<file path="src/pdcm_pkg.sv">
// shared types, constants and the angle table for the direction change metric
package pdcm_pkg;

    localparam int CORDIC_STEPS = 62;
    localparam int STEP_W = 6;
    localparam int ANGLE_FRAC = 40;
    localparam int PRE_SHIFT = 44;
    localparam int DOT_LIMIT = 512;

    typedef logic [CORDIC_STEPS-1:0][63:0] atan_table_t;

    // one word on the queue between front and back
    typedef struct packed {
        logic [15:0] new_y;
        logic [15:0] new_x;
        logic [15:0] old_y;
        logic [15:0] old_x;
        logic        store;
        logic        last;
        logic        dropped;
    } word_t;

    // shift and subtract division, elaboration only
    function automatic logic [63:0] udiv(input logic [63:0] a, input logic [63:0] b);
        logic [63:0] q;
        logic [63:0] r;
        q = '0;
        r = '0;
        for (int k = 63; k >= 0; k--) begin
            r = {r[62:0], a[k]};
            if (r >= b) begin
                r = r - b;
                q[k] = 1'b1;
            end
        end
        return q;
    endfunction

    function automatic logic [63:0] atan_inverse(input logic [63:0] m);
        logic [63:0] t;
        logic [63:0] sum;
        logic [63:0] term;
        logic [63:0] n;
        t = udiv(64'd1 << 61, m);
        sum = '0;
        n = '0;
        while (t != 0) begin
            term = udiv(t, 2 * n + 1);
            if (n[0])
                sum = sum - term;
            else
                sum = sum + term;
            t = udiv(t, m * m);
            n = n + 1;
        end
        return sum;
    endfunction

    function automatic logic [63:0] frac_divide(input logic [63:0] a, input logic [63:0] b);
        logic [63:0] r;
        logic [63:0] q;
        r = a;
        q = '0;
        for (int k = 0; k < 13 + ANGLE_FRAC; k++) begin
            r = r << 1;
            q = q << 1;
            if (r >= b) begin
                r = r - b;
                q[0] = 1'b1;
            end
        end
        return q;
    endfunction

    // atan(2^-i) in units of pi/32768 with 40 fraction bits
    function automatic atan_table_t build_atan_table();
        atan_table_t tab;
        logic [63:0] quarter;
        logic [63:0] sum;
        logic [63:0] term;
        int n;
        quarter = 4 * atan_inverse(64'd5) - atan_inverse(64'd239);
        tab[0] = 64'd8192 << ANGLE_FRAC;
        for (int i = 1; i < CORDIC_STEPS; i++) begin
            sum = '0;
            n = 0;
            while (61 - i * (2 * n + 1) >= 0) begin
                term = udiv(64'd1 << (61 - i * (2 * n + 1)), 64'(2 * n + 1));
                if (n % 2 == 1)
                    sum = sum - term;
                else
                    sum = sum + term;
                n = n + 1;
            end
            tab[i] = frac_divide(sum, quarter);
        end
        return tab;
    endfunction

    localparam atan_table_t ATAN_TABLE = build_atan_table();

endpackage

</file>
<file path="src/pdcm_front.sv">
// front end: accepts points, tracks the fill count and marks dropped points
module pdcm_front #(
    parameter int MAX_POINTS = 64
) (
    input  logic             clk,
    input  logic             rst_n,
    input  logic             in_valid,
    output logic             in_ready,
    input  logic [15:0]      old_center_x,
    input  logic [15:0]      old_center_y,
    input  logic [15:0]      new_center_x,
    input  logic [15:0]      new_center_y,
    input  logic             last_point,
    output logic             push_valid,
    input  logic             push_ready,
    output pdcm_pkg::word_t  push_word
);
    import pdcm_pkg::*;

    localparam int NW = $clog2(MAX_POINTS + 1);

    logic [NW-1:0] count_reg;
    logic          overflow_reg;
    logic          store;
    logic          accept;

    assign in_ready   = push_ready;
    assign push_valid = in_valid;
    assign accept     = in_valid && push_ready;
    assign store      = count_reg < NW'(MAX_POINTS);

    always_comb
    begin
        push_word.old_x   = old_center_x;
        push_word.old_y   = old_center_y;
        push_word.new_x   = new_center_x;
        push_word.new_y   = new_center_y;
        push_word.store   = store;
        push_word.last    = last_point;
        push_word.dropped = overflow_reg || !store;
    end

    always_ff @(posedge clk or negedge rst_n)
    begin
        if (!rst_n)
        begin
            count_reg    <= '0;
            overflow_reg <= 1'b0;
        end
        else if (accept)
        begin
            if (last_point)
            begin
                count_reg    <= '0;
                overflow_reg <= 1'b0;
            end
            else
            begin
                if (store)
                    count_reg <= count_reg + NW'(1);
                overflow_reg <= overflow_reg || !store;
            end
        end
    end

endmodule

</file>
<file path="config.mk">
export PLATFORM = sky130hd
export DESIGN_NAME = pdcm_front
export DESIGN_NICKNAME = d
export VERILOG_FILES = /design/src/pdcm_pkg.sv /design/src/pdcm_front.sv
export SDC_FILE = /design/constraint.sdc
export NUM_CORES = 1
export LEC_CHECK = 0
export BUFFER_PORTS_ARGS = -buffer_cell sky130_fd_sc_hd__buf_2
export CORE_UTILIZATION = 30
export DETAILED_ROUTE_END_ITERATION = 8
export GPL_TIMING_DRIVEN = 0
export PLACE_DENSITY = 0.79
export SLEW_MARGIN = 30
export SYNTH_ARGS = -nofsm -noshare
export SYNTH_HDL_FRONTEND = slang
export SYNTH_SLANG_ARGS = --single-unit
</file>
<file path="constraint.sdc">
create_clock -name clk -period 2.15 [get_ports clk]
set_clock_uncertainty 0.2 [all_clocks]
set_input_delay 0.3225 -clock clk [delete_from_list [all_inputs] [get_ports clk]]
set_output_delay 0.3225 -clock clk [all_outputs]
set_load 0.01 [all_outputs]
</file>
==> results.toml, run 1 <==
[worst_setup_path]
worstPathMaxFanout = 6
cp.required_ns = 1.63
rr_worst_depth = 4
r2r_setup_slack_ns = 0.50
r2r-end = "count_reg[3]$_DFFE_PN0P_"
critPathTopFamily = "flip-flops"
rr_startpoint = "count_reg[6]$_DFFE_PN0P_"
crit_arrival_ns = 1.14
cp-start-kind = "register"
slowest_delay_ns = 0.43
crit_type = "reg2out"
crit_path_cell_trace = "or2_2 > buf_2"
slowest_stage = "dfrtp_1"
critPathCaptureType = "primary output"
path_buf_inv = 1

[global_route]
grt_usage_pct = 9.97
grt_pass1_vias = 662
grt_pass1_wl_mm = 2.61
antenna_found_initial = 0
grt-ovfl-total = 0
grt_max_degree = 11

[cells_and_area]
stdcell_count = 234
largest_reg_flops = 7
syn_to_final_growth_pct = 47.9
utilization_pct = 46.2
drive_gt1_share_pct = 78.9
antenna_cells = 0
fin_nets = 262

[placement]
dp_cells = 230
place.detailed.hpwl_mm = 1.62
portBuffers = 73
routabilityCongestion = 0.770

[clocking]
htreeDepth = 1
cts_num_sinks = 8
post_cts_resized = 0
cts_root_buf = "clkbuf_4"
clkTransAtPathRegs_ns = 0.06
cts_tree = "yes"
clk_latency_ns = 0.26
cts_buffers = 3
clk_path_buf_depth = 2

[hold_path]
hold_end = "count_reg[1]$_DFFE_PN0P_"
hp-start = "last_point"
holdPathStages = 2
min_path_type = "in2reg"

[synthesis]
syn-num-nets = 183
synthesis.area_um2 = 946
ys_seq_area_share_pct = 21.2
yosysWarnings = 0
synth-async-reset-ratio_pct = 100
syn_inst = 113
yosys-top-cells-area = "buf_4 (55%), dfrtp_1 (21%), o31ai_1 (2.4%), or4_1 (2.4%), a21oi_1 (2.1%)"
avgSynthCellArea_um2 = 8.37
yosys-top-cells-count = "buf_4 (69), dfrtp_1 (8), nand2_1 (5), a21oi_1 (4)"
ys.flop_type = "dfrtp_1"
ys_ff_latch = 8
yosysTopAreaCellShare_pct = 54.8
ys_types = 22
synth_edf_count = 0
synth_top_area_cell = "buf_4"
synth.most_common_cell = "buf_4"

[sta]
slew_headroom_pct = 76.5
period_minus_slack_ns = 1.66
post-route-period-util_pct = 77.4
fmax_ghz = 0.601
finalSetupViolCount = 0
drv_slew = 0
whs_ns = 0.156
rsz0062_at_grt = "false"
finalHoldViolCount = 0
fin_tns_setup_ns = 0
worst-slew-pin-transition_ns = 0.349

[power_and_ir_drop]
worst_ir_drop_vdd_mv = 0.106
power_density_nw_per_um2 = 372
p_leak_nw = 0.819

[die]
die-area_um2 = 3380
pin_count = 138
row_count = 20
fp.dieW_um = 58.2
core_area_um2 = 3030
initial_utilization_pct = 31.2
die_h_um = 58.2

[routing]
avgViaCountPerCell = 3.99
wl_mm = 1.88
drtAntennaViolNets = 0
vias = 934
first_pass_iters = 4
drc_errors = 0
routed_wire_length_per_instance_um = 8.04
drtIter0Drc = 10

[outcome]
status = "complete, no violations"

[flow_run]
drv_cap = 0
[cells by family after synthesis]
family	after synthesis	share of synthesized area, %
AO/OA/AOI/OAI	11	7.14
adder cells (fa/ha/maj)	1	1.32
buffers and inverters	73	57.1
flip-flops	8	21.2
multiplexers	1	1.06
AND/OR/NAND/NOR	19	12.2
[report_power, final]
group | internal [mW] | total [mW] | leakage [nW] | switching (mW)
Sequential | 0.162 | 0.172 | 0.110 | 0.0103
Combinational | 0.137 | 0.226 | 0.696 | 0.0892
Clock | 0.0643 | 0.122 | 0.0138 | 0.0572
[cells in the final DEF, fill, tap and decap left out, types with 2 or more instances in the layout]
master    instances
buf_2            73
buf_4            69
dfrtp_1           8
nand2_1           5
a21oi_1           4
inv_1             3
o31ai_1           3
or4_1             3
nand3_1           3
clkbuf_4          3
o21ai_0           2
[how the worst max path moves through the flow]
stage,from,endpoint,slack [ns],depth (start not counted)
finish,count_reg[6]$_DFFE_PN0P_,push_word[0],0.49,2
floorplan,count_reg[6]$_DFFE_PN0P_,count_reg[3]$_DFFE_PN0P_,0.65,4
CTS,count_reg[6]$_DFFE_PN0P_,push_word[0],0.48,2
global route,count_reg[6]$_DFFE_PN0P_,count_reg[3]$_DFFE_PN0P_,0.43,4
global placement,in_valid,count_reg[2]$_DFFE_PN0P_,0.57,5
detailed placement,count_reg[6]$_DFFE_PN0P_,count_reg[3]$_DFFE_PN0P_,0.50,4
[layout make-up]
cell class / count / area, um^2
plain buffers: 70 / 529
clock buffers: 3 / 22.5
fillers: 291 / 1630
inverters: 3 / 11.3
multi-input cells: 32 / 205
flip-flops and latches: 8 / 200
well taps: 44 / 55.1
repair buffers: 74 / 375
[layer usage]
layer / vias to the layer above / share of wire [%] / GRT usage (%) / wire (um)
met5: - / 0 / 0 / 0
li1: 456 / - / - / -
met2: 78 / 50 / 18.7 / 932
met4: 0 / 0.53 / 3.06 / 10
met3: 2 / 14 / 3.35 / 272
met1: 398 / 35 / 10.4 / 665
[through the flow]
step / cell area [um^2] / power [mW] / setup WS (ns)
5_1_grt: 1400 / 0.551 / 0.430
3_5_place_dp: 1370 / 0.402 / 0.499
4_1_cts: 1400 / 0.523 / 0.483
2_1_floorplan: 946 / 0.326 / 0.651
3_3_place_gp: 1370 / 0.396 / 0.570
6_report: 1400 / 0.520 / 0.485
[timing repair]
action	CTS	global route
buffers inserted	0	0
hold endpoints to repair	8	0
endpoints found under the setup margin	0	0
hold buffers	1	0
No activity file was read; power rests on OpenSTA's default activity.
==> inputs of run 2 (changes only) <==
==> constraint.sdc (replaced) <==
create_clock -name clk -period 1.6 [get_ports clk]
set_clock_uncertainty 0.2 [all_clocks]
set_input_delay 0.24 -clock clk [delete_from_list [all_inputs] [get_ports clk]]
set_output_delay 0.24 -clock clk [all_outputs]
set_load 0.01 [all_outputs]
==> run 2 against run 1 <==
Compared with the run above:
- total power is 36% higher
- final area is 2.8% higher
- largest power group unchanged
- sequential power is 35% higher
- first-iteration DRC count is 60% higher
==> results.toml, run 2 (synthesis results as in run 1) <==
[cells_and_area]
final_common_cell = "buf_2"
fin_nets = 265
syn_to_final_growth_pct = 52.0
utilization_pct = 47.5
drive_gt1_share_pct = 81.3
antenna_cells = 0
largest_reg_flops = 7
final_cell_mix = "buf_2 (73), buf_4 (72), dfrtp_1 (8), nand2_1 (5)"

[sta]
setup_ws_ns = 0.0274
fin_tns_setup_ns = 0
post-route-period-util_pct = 98.3
slew_headroom_pct = 80.8
worst-slew-pin-transition_ns = 0.286
whs_ns = 0.0677
period_minus_slack_ns = 1.57
finalHoldViolCount = 0
drv_slew = 0
fmax_ghz = 0.636
rsz0062_at_grt = "true"
finalSetupViolCount = 0

[die]
pin_count = 138
core_area_um2 = 3030
fp.dieW_um = 58.2
die-area_um2 = 3380
row_count = 20
die_h_um = 58.2
initial_utilization_pct = 31.2

[worst_setup_path]
cp-start-kind = "register"
critPathCaptureType = "register"
cp.required_ns = 1.59
crit_path_cell_trace = "nor2b_4 > buf_6 > or4_4 > a21oi_2"
slowest_delay_ns = 0.48
crit_type = "reg2reg"
crit_arrival_ns = 1.56
slowest_stage = "or4_4"
path_buf_inv = 1
critPathTopFamily = "simple AND/OR/NAND/NOR gates"
worstPathMaxFanout = 9

[outcome]
status = "complete, no violations"

[routing]
drc_errors = 0
first_pass_iters = 4
avgViaCountPerCell = 3.96
drtIter0Drc = 16
drtAntennaViolNets = 0
vias = 938
routed_wire_length_per_instance_um = 8.12
wl_mm = 1.92

[clocking]
cts_num_sinks = 8
clkTransAtPathRegs_ns = 0.06
cts_root_buf = "clkbuf_4"
clk_latency_ns = 0.26
clk_path_buf_depth = 2
cts_buffers = 3
cts_tree = "yes"
htreeDepth = 1

[global_route]
grt_pass1_wl_mm = 2.72
grt-ovfl-total = 0
grt_max_degree = 11
grt_pass1_vias = 699
antenna_found_initial = 0
grt_usage_pct = 10.4

[hold_path]
min_path_type = "in2reg"

[flow_run]
drv_cap = 0

[placement]
portBuffers = 73
place_ws_ns = -0.0510
place.detailed.hpwl_mm = 1.62
routabilityCongestion = 0.770

[power_and_ir_drop]
power_density_nw_per_um2 = 492
p_leak_nw = 0.835
power_uw = 707
worst_ir_drop_vdd_mv = 0.139
[run 2: cell types whose count changed in the layout (fill, tap and decap cells not counted)]
cell / before / now
buf_4: 69 / 72
a21oi_1: 4 / 3
a21oi_2: 0 / 1
ha_1: 1 / 0
ha_2: 0 / 1
nor4_1: 1 / 0
nor4_2: 0 / 1
or4_1: 3 / 2
or4_4: 0 / 1
[run 2: layout make-up]
type | count | area [um^2]
fill | 288 | 1590
clock buffer | 3 | 22.5
inverter | 3 | 11.3
timing repair buffer | 77 | 398
sequential | 8 | 200
tap | 44 | 55.1
multi-input combinational | 32 | 221
buffer | 70 | 529
[run 2: layer usage]
| metal | GRT usage, % | vias up | part of all wire, % |
|---|---|---|---|
| li1 | - | 462 | - |
| met1 | 10.5 | 394 | 35 |
| met2 | 20.2 | 79 | 50 |
| met3 | 3.35 | 3 | 14 |
| met4 | 3.06 | 0 | 1.0 |
| met5 | 0 | - | 0 |
[run 2: repair_timing]
action,in CTS,in global routing
hold buffers,1,0
endpoints found under the hold margin,8,0
resized for setup,1,3
pin swaps,1,1
setup buffers,2,1
endpoints found under the setup margin,2,4
[run 2: stage by stage]
| stage | cells | cell area [um^2] |
|---|---|---|
| 2_1_floorplan | 113 | 946 |
| 3_3_place_gp | 230 | 1370 |
| 3_5_place_dp | 230 | 1370 |
| 4_1_cts | 236 | 1420 |
| 5_1_grt | 237 | 1440 |
| 6_report | 237 | 1440 |
[run 2: worst paths after layout]
path                       cells past startpoint                  endpoint  slack, ns                      from
min                                            2  count_reg[1]$_DFFE_PN0P_       0.07                last_point
max                                            4  count_reg[3]$_DFFE_PN0P_       0.03  count_reg[6]$_DFFE_PN0P_
min in group asynchronous                      2  count_reg[6]$_DFFE_PN0P_       0.15                     rst_n
min reg2reg                                    2  overflow_reg$_DFFE_PN0P_       0.30  overflow_reg$_DFFE_PN0P_
max reg2reg                                    4  count_reg[3]$_DFFE_PN0P_       0.03  count_reg[6]$_DFFE_PN0P_
max in group asynchronous                      2  count_reg[3]$_DFFE_PN0P_       0.87                     rst_n
[run 2: power by group]
part | switching, mW | internal [mW] | total (mW)
clock network | 0.0759 | 0.0863 | 0.162
logic | 0.123 | 0.190 | 0.313
registers | 0.0135 | 0.218 | 0.232
