### config.mk
export PLATFORM = sky130hd
export DESIGN_NAME = pdcm_queue
export DESIGN_NICKNAME = d
export VERILOG_FILES = /design/src/pdcm_pkg.sv /design/src/pdcm_queue.sv
export SDC_FILE = /design/constraint.sdc
export NUM_CORES = 1
export LEC_CHECK = 0
export BUFFER_PORTS_ARGS = -buffer_cell sky130_fd_sc_hd__buf_2
export CAP_MARGIN = 20
export CORE_MARGIN = 2
export CORE_UTILIZATION = 55
export DETAILED_ROUTE_END_ITERATION = 10
export HOLD_SLACK_MARGIN = 0.12
export PLACE_DENSITY = 0.8
export SETUP_SLACK_MARGIN = 0.15
export SKIP_LAST_GASP = 1
export SYNTH_ARGS = -nofsm -noshare
export SYNTH_HDL_FRONTEND = slang
export SYNTH_SLANG_ARGS = --single-unit
### constraint.sdc
create_clock -name clk -period 6.3 [get_ports clk]
set_input_delay 1.575 -clock clk [delete_from_list [all_inputs] [get_ports clk]]
set_output_delay 1.575 -clock clk [all_outputs]
set_load 0.03 [all_outputs]
### src/pdcm_pkg.sv
// shared types, constants and the angle table for the direction change metric
package pdcm_pkg;

    localparam int CORDIC_STEPS = 62;
    localparam int STEP_W = 6;
    localparam int ANGLE_FRAC = 40;
    localparam int PRE_SHIFT = 44;
    localparam int DOT_LIMIT = 512;

    typedef logic [CORDIC_STEPS-1:0][63:0] atan_table_t;

    // one word on the queue between front and back
    typedef struct packed {
        logic [15:0] new_y;
        logic [15:0] new_x;
        logic [15:0] old_y;
        logic [15:0] old_x;
        logic        store;
        logic        last;
        logic        dropped;
    } word_t;

    // shift and subtract division, elaboration only
    function automatic logic [63:0] udiv(input logic [63:0] a, input logic [63:0] b);
        logic [63:0] q;
        logic [63:0] r;
        q = '0;
        r = '0;
        for (int k = 63; k >= 0; k--) begin
            r = {r[62:0], a[k]};
            if (r >= b) begin
                r = r - b;
                q[k] = 1'b1;
            end
        end
        return q;
    endfunction

    function automatic logic [63:0] atan_inverse(input logic [63:0] m);
        logic [63:0] t;
        logic [63:0] sum;
        logic [63:0] term;
        logic [63:0] n;
        t = udiv(64'd1 << 61, m);
        sum = '0;
        n = '0;
        while (t != 0) begin
            term = udiv(t, 2 * n + 1);
            if (n[0])
                sum = sum - term;
            else
                sum = sum + term;
            t = udiv(t, m * m);
            n = n + 1;
        end
        return sum;
    endfunction

    function automatic logic [63:0] frac_divide(input logic [63:0] a, input logic [63:0] b);
        logic [63:0] r;
        logic [63:0] q;
        r = a;
        q = '0;
        for (int k = 0; k < 13 + ANGLE_FRAC; k++) begin
            r = r << 1;
            q = q << 1;
            if (r >= b) begin
                r = r - b;
                q[0] = 1'b1;
            end
        end
        return q;
    endfunction

    // atan(2^-i) in units of pi/32768 with 40 fraction bits
    function automatic atan_table_t build_atan_table();
        atan_table_t tab;
        logic [63:0] quarter;
        logic [63:0] sum;
        logic [63:0] term;
        int n;
        quarter = 4 * atan_inverse(64'd5) - atan_inverse(64'd239);
        tab[0] = 64'd8192 << ANGLE_FRAC;
        for (int i = 1; i < CORDIC_STEPS; i++) begin
            sum = '0;
            n = 0;
            while (61 - i * (2 * n + 1) >= 0) begin
                term = udiv(64'd1 << (61 - i * (2 * n + 1)), 64'(2 * n + 1));
                if (n % 2 == 1)
                    sum = sum - term;
                else
                    sum = sum + term;
                n = n + 1;
            end
            tab[i] = frac_divide(sum, quarter);
        end
        return tab;
    endfunction

    localparam atan_table_t ATAN_TABLE = build_atan_table();

endpackage

### src/pdcm_queue.sv
// two entry queue between front and back
module pdcm_queue (
    input  logic             clk,
    input  logic             rst_n,
    input  logic             push_valid,
    output logic             push_ready,
    input  pdcm_pkg::word_t  push_word,
    output logic             pop_valid,
    input  logic             pop_ready,
    output pdcm_pkg::word_t  pop_word
);
    import pdcm_pkg::*;

    word_t      entries_reg [2];
    logic       wr_ptr_reg;
    logic       rd_ptr_reg;
    logic [1:0] count_reg;
    logic       do_push;
    logic       do_pop;

    assign push_ready = count_reg != 2'd2;
    assign pop_valid  = count_reg != 2'd0;
    assign pop_word   = entries_reg[rd_ptr_reg];
    assign do_push    = push_valid && push_ready;
    assign do_pop     = pop_valid && pop_ready;

    always_ff @(posedge clk)
    begin
        if (do_push)
            entries_reg[wr_ptr_reg] <= push_word;
    end

    always_ff @(posedge clk or negedge rst_n)
    begin
        if (!rst_n)
        begin
            wr_ptr_reg <= 1'b0;
            rd_ptr_reg <= 1'b0;
            count_reg  <= 2'd0;
        end
        else
        begin
            if (do_push)
                wr_ptr_reg <= !wr_ptr_reg;
            if (do_pop)
                rd_ptr_reg <= !rd_ptr_reg;
            if (do_push && !do_pop)
                count_reg <= count_reg + 2'd1;
            else if (do_pop && !do_push)
                count_reg <= count_reg - 2'd1;
        end
    end

endmodule

==> results of run 1 <==
## per-stage QoR
step | instances | worst slack [ns]
6_report | 503 | 2.46
5_1_grt | 503 | 2.38
4_1_cts | 503 | 2.43
3_5_place_dp | 471 | 2.76
3_3_place_gp | 471 | 2.75
2_1_floorplan | 227 | 1.33
## final timing paths
kind | slack [ns] | cells after the start | to
min in group asynchronous | 0.86 | 1 | wr_ptr_reg
max in group asynchronous | 5.31 | 1 | rd_ptr_reg
worst min register to register | 0.50 | 1 | count_reg[1]
worst max-delay path | 2.46 | 2 | pop_word[61]
worst max register to register | 3.82 | 4 | entries_reg[0][24]
worst min-delay path | 0.50 | 1 | count_reg[1]
## power groups by stage
stage	logic (mW)	clock network [mW]	registers [mW]
after global placement	1.10	0	1.41
after floorplan	0.939	0	1.33
after CTS	1.11	0.988	1.41
after global routing	1.15	1.02	1.43
final	1.09	0.970	1.40
after detailed placement	1.10	0	1.43
## logic make-up after synthesis
kind of cell  share of synthesized area
flops                             0.805
xor+xnor                        0.00855
buf+inv                          0.0149
simple gates                    0.00660
fa+ha+maj                       0.00244
mux                               0.162
## critical path: stages (launching register included)
cell and delay [ns]:
sky130_fd_sc_hd__dfrtp_4 1.08, sky130_fd_sc_hd__mux2_2 0.43, sky130_fd_sc_hd__buf_2 0.18
## layout make-up
type / instances / area (um2)
multi-input combinational: 80 / 928
inverter: 1 / 3.75
timing repair buffer: 141 / 711
clock inverter: 14 / 169
fill: 597 / 2660
clock buffer: 18 / 418
tap: 111 / 139
sequential: 138 / 4130
## layer usage
metal | up-vias | track usage | routed length [um]
met5 | - | 0 | 0
met4 | 0 | 0.0759 | 82
met3 | 8 | 0.0541 | 626
met2 | 116 | 0.270 | 4180
met1 | 1262 | 0.212 | 3460
li1 | 1201 | - | -
## cell usage in the layout (no fill, tap or decap), types with 3 or more instances in the layout
cell,synthesis,final
sky130_fd_sc_hd__mux2_2,47,47
sky130_fd_sc_hd__inv_6,0,4
sky130_fd_sc_hd__clkinvlp_4,0,4
sky130_fd_sc_hd__clkbuf_16,0,16
sky130_fd_sc_hd__edfxtp_1,134,134
sky130_fd_sc_hd__xnor2_1,3,3
sky130_fd_sc_hd__dfrtp_1,4,3
sky130_fd_sc_hd__bufinv_16,0,3
sky130_fd_sc_hd__buf_2,4,139
sky130_fd_sc_hd__mux2_4,20,20
==> run metrics, run 1 <==
clock transition at the register clock pins on the worst setup and hold paths after CTS 0.06 ns; Yosys warnings 0; Total Die Area 10100 um2; peak supply drop 0.298 mV; power density over the cells 534 nW/um2; Final period util 0.609; relative contribution of the clock network to total power 0.280; number of flip-flops in the largest register 134; number of clock sinks 138; crit path launch type register; routed wirelength normalized by instance count 16.6 um; Die Height 100 um; First DRT Iteration DRCs 106; count of buffers from port buffering 139; origin of the critical flop-to-flop path count_reg[0]; start point of the critical path rd_ptr_reg; worst min-delay path category register to register; result of the run finished, final reports clean; asr flop ratio synth 0.0290; data arrival time of the critical path 2.26 ns; final setup skew 0.0108 ns; share of power burned in combinational logic 0.315; most frequent cell after synthesis sky130_fd_sc_hd__edfxtp_1; number of library cell types mapped by synthesis 16; internal power contribution 2.28 mW; number of standard cells after synthesis 227; Core ar. 9150 um2; post-route cell area 6500 um2; synthesized cell area 5120 um2; switching pwr 1.18 mW; Main synth FF type sky130_fd_sc_hd__edfxtp_1; cell type with the largest total area after synthesis sky130_fd_sc_hd__edfxtp_1; Post-Syn Nets 299; post-CTS repair timing setup buffer count 0; maximum operating frequency 261 MHz; horizontal die dimension 100 um; part of the Yosys area used for sequential elements 0.805; placement row count 35; nature of the critical path endpoint output port; maximum level of the CTS H-tree 4; area share of the leading cell type in the synthesized netlist 0.786; summed negative setup slack over all endpoints 0 ns; Clock Tree Root sky130_fd_sc_hd__clkbuf_8; register bit total from synthesis 138; TritonCTS clock tree built; overall power 3.47 mW; Sequential Power Share 0.405; worst hold-check slack 0.500 ns; sum of net half-perimeters after detailed placement 5270 um; leading post-synthesis cells by cell area sky130_fd_sc_hd__edfxtp_1, sky130_fd_sc_hd__mux2_2, sky130_fd_sc_hd__mux2_4, sky130_fd_sc_hd__dfrtp_1, sky130_fd_sc_hd__buf_8; antenna diode count 0; kind of critical path register to output port; Switching Fraction 0.342; mean number of vias per cell 5.14; Post-synth top cells sky130_fd_sc_hd__edfxtp_1, sky130_fd_sc_hd__mux2_2, sky130_fd_sc_hd__mux2_4, sky130_fd_sc_hd__buf_2, sky130_fd_sc_hd__dfrtp_1; signed area change from the synthesized netlist to the final layout 26.9%; initial core utilization 0.559; layout cells sized above 1 0.617; largest net degree at the start of global routing 69; wirelength, routed 8350 um; placed cell areas 5910 um2; unrepaired setup endpoints after global routing no; max cap viols 0; DRC 0; # IOs 140; Net count, final 451; number of hold-slack violations in the final timing report 0; transition time at the pin with the least slew margin 1.02 ns; leakage power figure 2.52 nW; Total GRT Usage 0.169; number of max-slew violations in the final report 0; Max-slew headroom 0.319; TritonCTS buffer count 17; placer congestion estimate 0.685; CTS max path bufs 2; antenna violations before repair 0; number of gates resized after cts 0; via count of the first global-routing pass 2542; via count of the routed design 2587; quantity of hold-fixing buffers added after cts 0; wire length of the first global-routing pass 12400 um; Layout Utilization 0.710; number of nets with antenna violations after routing 0; grt total ovfl 0; later-pin clock latency in the skew report 0.51 ns; first-pass iteration count of the detailed router 4; worst-path fanout max 68; Post-synth EDFFs 134; Final setup violation count 0; Critical Path RT 4.72 ns; worst hold path startpoint count_reg[1]; average cell area after synthesis 22.6 um2; time the final worst path needs with I/O delays and setup 3.84 ns
(Power assumes the default switching activity.)
==> run 2: changes to the inputs <==
--- a/config.mk
+++ b/config.mk
@@ -8,10 +8,10 @@
 export BUFFER_PORTS_ARGS = -buffer_cell sky130_fd_sc_hd__buf_2
 export CAP_MARGIN = 20
 export CORE_MARGIN = 2
-export CORE_UTILIZATION = 55
+export CORE_UTILIZATION = 47
 export DETAILED_ROUTE_END_ITERATION = 10
 export HOLD_SLACK_MARGIN = 0.12
-export PLACE_DENSITY = 0.8
+export PLACE_DENSITY = 0.73
 export SETUP_SLACK_MARGIN = 0.15
 export SKIP_LAST_GASP = 1
 export SYNTH_ARGS = -nofsm -noshare
==> constraint.sdc (replaced) <==
create_clock -name clk -period 3.4 [get_ports clk]
set_input_delay 0.85 -clock clk [delete_from_list [all_inputs] [get_ports clk]]
set_output_delay 0.85 -clock clk [all_outputs]
set_load 0.03 [all_outputs]
==> run 2 against run 1 <==
  * Sequential power up 80%
  * First-iteration DRC count down 54%
  * Setup slack worse by 2.1 ns
  * Clock power up 88%
  * Critical path type unchanged
  * Clock skew down 0.0046 ns
==> run metrics, run 2 (synthesis gave the netlist of run 1 again) <==
number of max-slew violations in the final report 0 (unchanged); number of flip-flops in the largest register 134 (unchanged); Clock Tree Root sky130_fd_sc_hd__clkbuf_8 (unchanged); start point of the critical path rd_ptr_reg (unchanged); origin of the critical flop-to-flop path count_reg[0] (unchanged); internal power contribution 4.32 mW (was 2.28 mW); Worst R2R Setup Slack 1.60 ns (was 3.82 ns); post-CTS repair timing setup buffer count 0 (unchanged); transition time at the pin with the least slew margin 0.918 ns (was 1.02 ns); placement row count 38 (was 35); Die Height 108 um (was 100 um); routed wirelength normalized by instance count 15.4 um (was 16.6 um); via count of the first global-routing pass 2625 (was 2542); wire length of the first global-routing pass 12400 um (about the same); max cap viols 0 (unchanged); CTS max path bufs 2 (unchanged); post-route cell area 6580 um2 (was 6500 um2); clock transition at the register clock pins on the worst setup and hold paths after CTS 0.06 ns (about the same); Switching Fraction 0.332 (was 0.342); nature of the critical path endpoint output port (unchanged); peak supply drop 0.586 mV (was 0.298 mV); share of power burned in combinational logic 0.328 (was 0.315); commonest cells after routing, fill and taps aside sky130_fd_sc_hd__buf_2, sky130_fd_sc_hd__edfxtp_1, sky130_fd_sc_hd__mux2_2, sky130_fd_sc_hd__mux2_4, sky130_fd_sc_hd__clkbuf_16 (unchanged); placed cell areas 5970 um2 (was 5910 um2); kind of critical path register to output port (unchanged); grt total ovfl 0 (unchanged); worst min-delay path category register to register (unchanged); overall power 6.46 mW (was 3.47 mW); TritonCTS clock tree built (unchanged); worst hold path startpoint count_reg[1] (unchanged); unrepaired setup endpoints after global routing no (unchanged); Net count, final 452 (was 451); DRC 0 (unchanged); Final setup violation count 0 (unchanged); maximum level of the CTS H-tree 4 (unchanged); Total GRT Usage 0.146 (was 0.169); Critical Path RT 2.55 ns (was 4.72 ns); antenna diode count 0 (unchanged); summed negative setup slack over all endpoints 0 ns (unchanged); First DRT Iteration DRCs 49 (was 106); later-pin clock latency in the skew report 0.51 ns (about the same); result of the run finished, final reports clean (unchanged); relative contribution of the clock network to total power 0.281 (was 0.280); Total Die Area 11700 um2 (was 10100 um2); final setup skew 0.00618 ns (was 0.0108 ns); most common cell after layout, fill and taps aside sky130_fd_sc_hd__buf_2 (unchanged); wirelength, routed 8200 um (was 8350 um); layout cells sized above 1 0.611 (was 0.617); first-pass iteration count of the detailed router 4 (unchanged); post-place setup slack 0.880 ns (was 2.76 ns); fin worst setup slack 0.385 ns (was 2.46 ns); TritonCTS buffer count 17 (unchanged); number of nets with antenna violations after routing 0 (unchanged); number of clock sinks 138 (unchanged); horizontal die dimension 108 um (was 100 um); quantity of hold-fixing buffers added after cts 1 (was 0); fillers 829 (was 597); data arrival time of the critical path 2.16 ns (was 2.26 ns); maximum operating frequency 332 MHz; leakage power figure 2.54 nW (was 2.52 nW); number of gates resized after cts 0 (unchanged); Core ar. 10700 um2 (was 9150 um2); # IOs 140 (unchanged); largest net degree at the start of global routing 68 (was 69); mean number of vias per cell 4.84 (was 5.14); time the final worst path needs with I/O delays and setup 3.01 ns; antenna violations before repair 1 (was 0); count of buffers from port buffering 139 (unchanged); switching pwr 2.14 mW (was 1.18 mW); number of hold-slack violations in the final timing report 0 (unchanged); power density over the cells 982 nW/um2 (was 534 nW/um2); worst-path fanout max 35 (was 68); Final period util 0.887; Sequential Power Share 0.390 (was 0.405); sum of net half-perimeters after detailed placement 5220 um (was 5270 um); initial core utilization 0.476 (was 0.559); signed area change from the synthesized netlist to the final layout 28.6% (was 26.9%); Max-slew headroom 0.388 (was 0.319); via count of the routed design 2578 (was 2587); crit path launch type register (unchanged); placer congestion estimate 0.718 (was 0.685)
run 2: routing by layer:
layer	up-vias	GRT usage	routed length, um	share of wire
met5	-	0	11	0.0013
met4	2	0.0815	172	0.021
met3	19	0.0573	550	0.067
met2	94	0.240	4110	0.50
met1	1259	0.164	3350	0.41
li1	1204	-	-	-
run 2: worst max-delay path: stages, from the launching register on:
cell	delay, ns
sky130_fd_sc_hd__dfrtp_4	0.77
sky130_fd_sc_hd__buf_12	0.29
sky130_fd_sc_hd__mux2_2	0.37
sky130_fd_sc_hd__buf_2	0.18
run 2: worst paths after layout:
| kind | to | cells past startpoint |
|---|---|---|
| min in group asynchronous | count_reg[0] | 2 |
| worst min register to register | count_reg[1] | 1 |
| worst max-delay path | pop_word[25] | 3 |
| worst min-delay path | count_reg[1] | 1 |
| worst max register to register | entries_reg[1][23] | 2 |
| max in group asynchronous | rd_ptr_reg | 2 |
run 2: cell type report:
| cell class | instances | area (um2) | share of cell area |
|---|---|---|---|
| Sequential cell | 138 | 4130 | 0.627 |
| Tap cell | 140 | 175 | 0.0266 |
| Clock buffer | 19 | 422 | 0.0641 |
| Multi-Input combinational cell | 80 | 932 | 0.142 |
| Clock inverter | 13 | 176 | 0.0268 |
| Inverter | 1 | 3.75 | 0.000570 |
| Timing Repair Buffer | 142 | 746 | 0.113 |
run 2: power by group through the flow:
stage          registers [mW]  clock network [mW]  logic (mW)
2_1_floorplan            2.45                   0        1.74
6_report                 2.52                1.82        2.12
3_3_place_gp             2.54                   0        2.14
4_1_cts                  2.53                1.87        2.16
3_5_place_dp             2.57                   0        2.15
5_1_grt                  2.57                1.94        2.26
run 2: through the flow:
step / util / hold WS [ns] / cells
global placement: 0.556 / 0.471 / 500
finish: 0.613 / 0.513 / 533
global route: 0.613 / 0.493 / 533
floorplan: - / 0.456 / 227
detailed placement: 0.556 / 0.506 / 500
CTS: 0.613 / 0.491 / 533
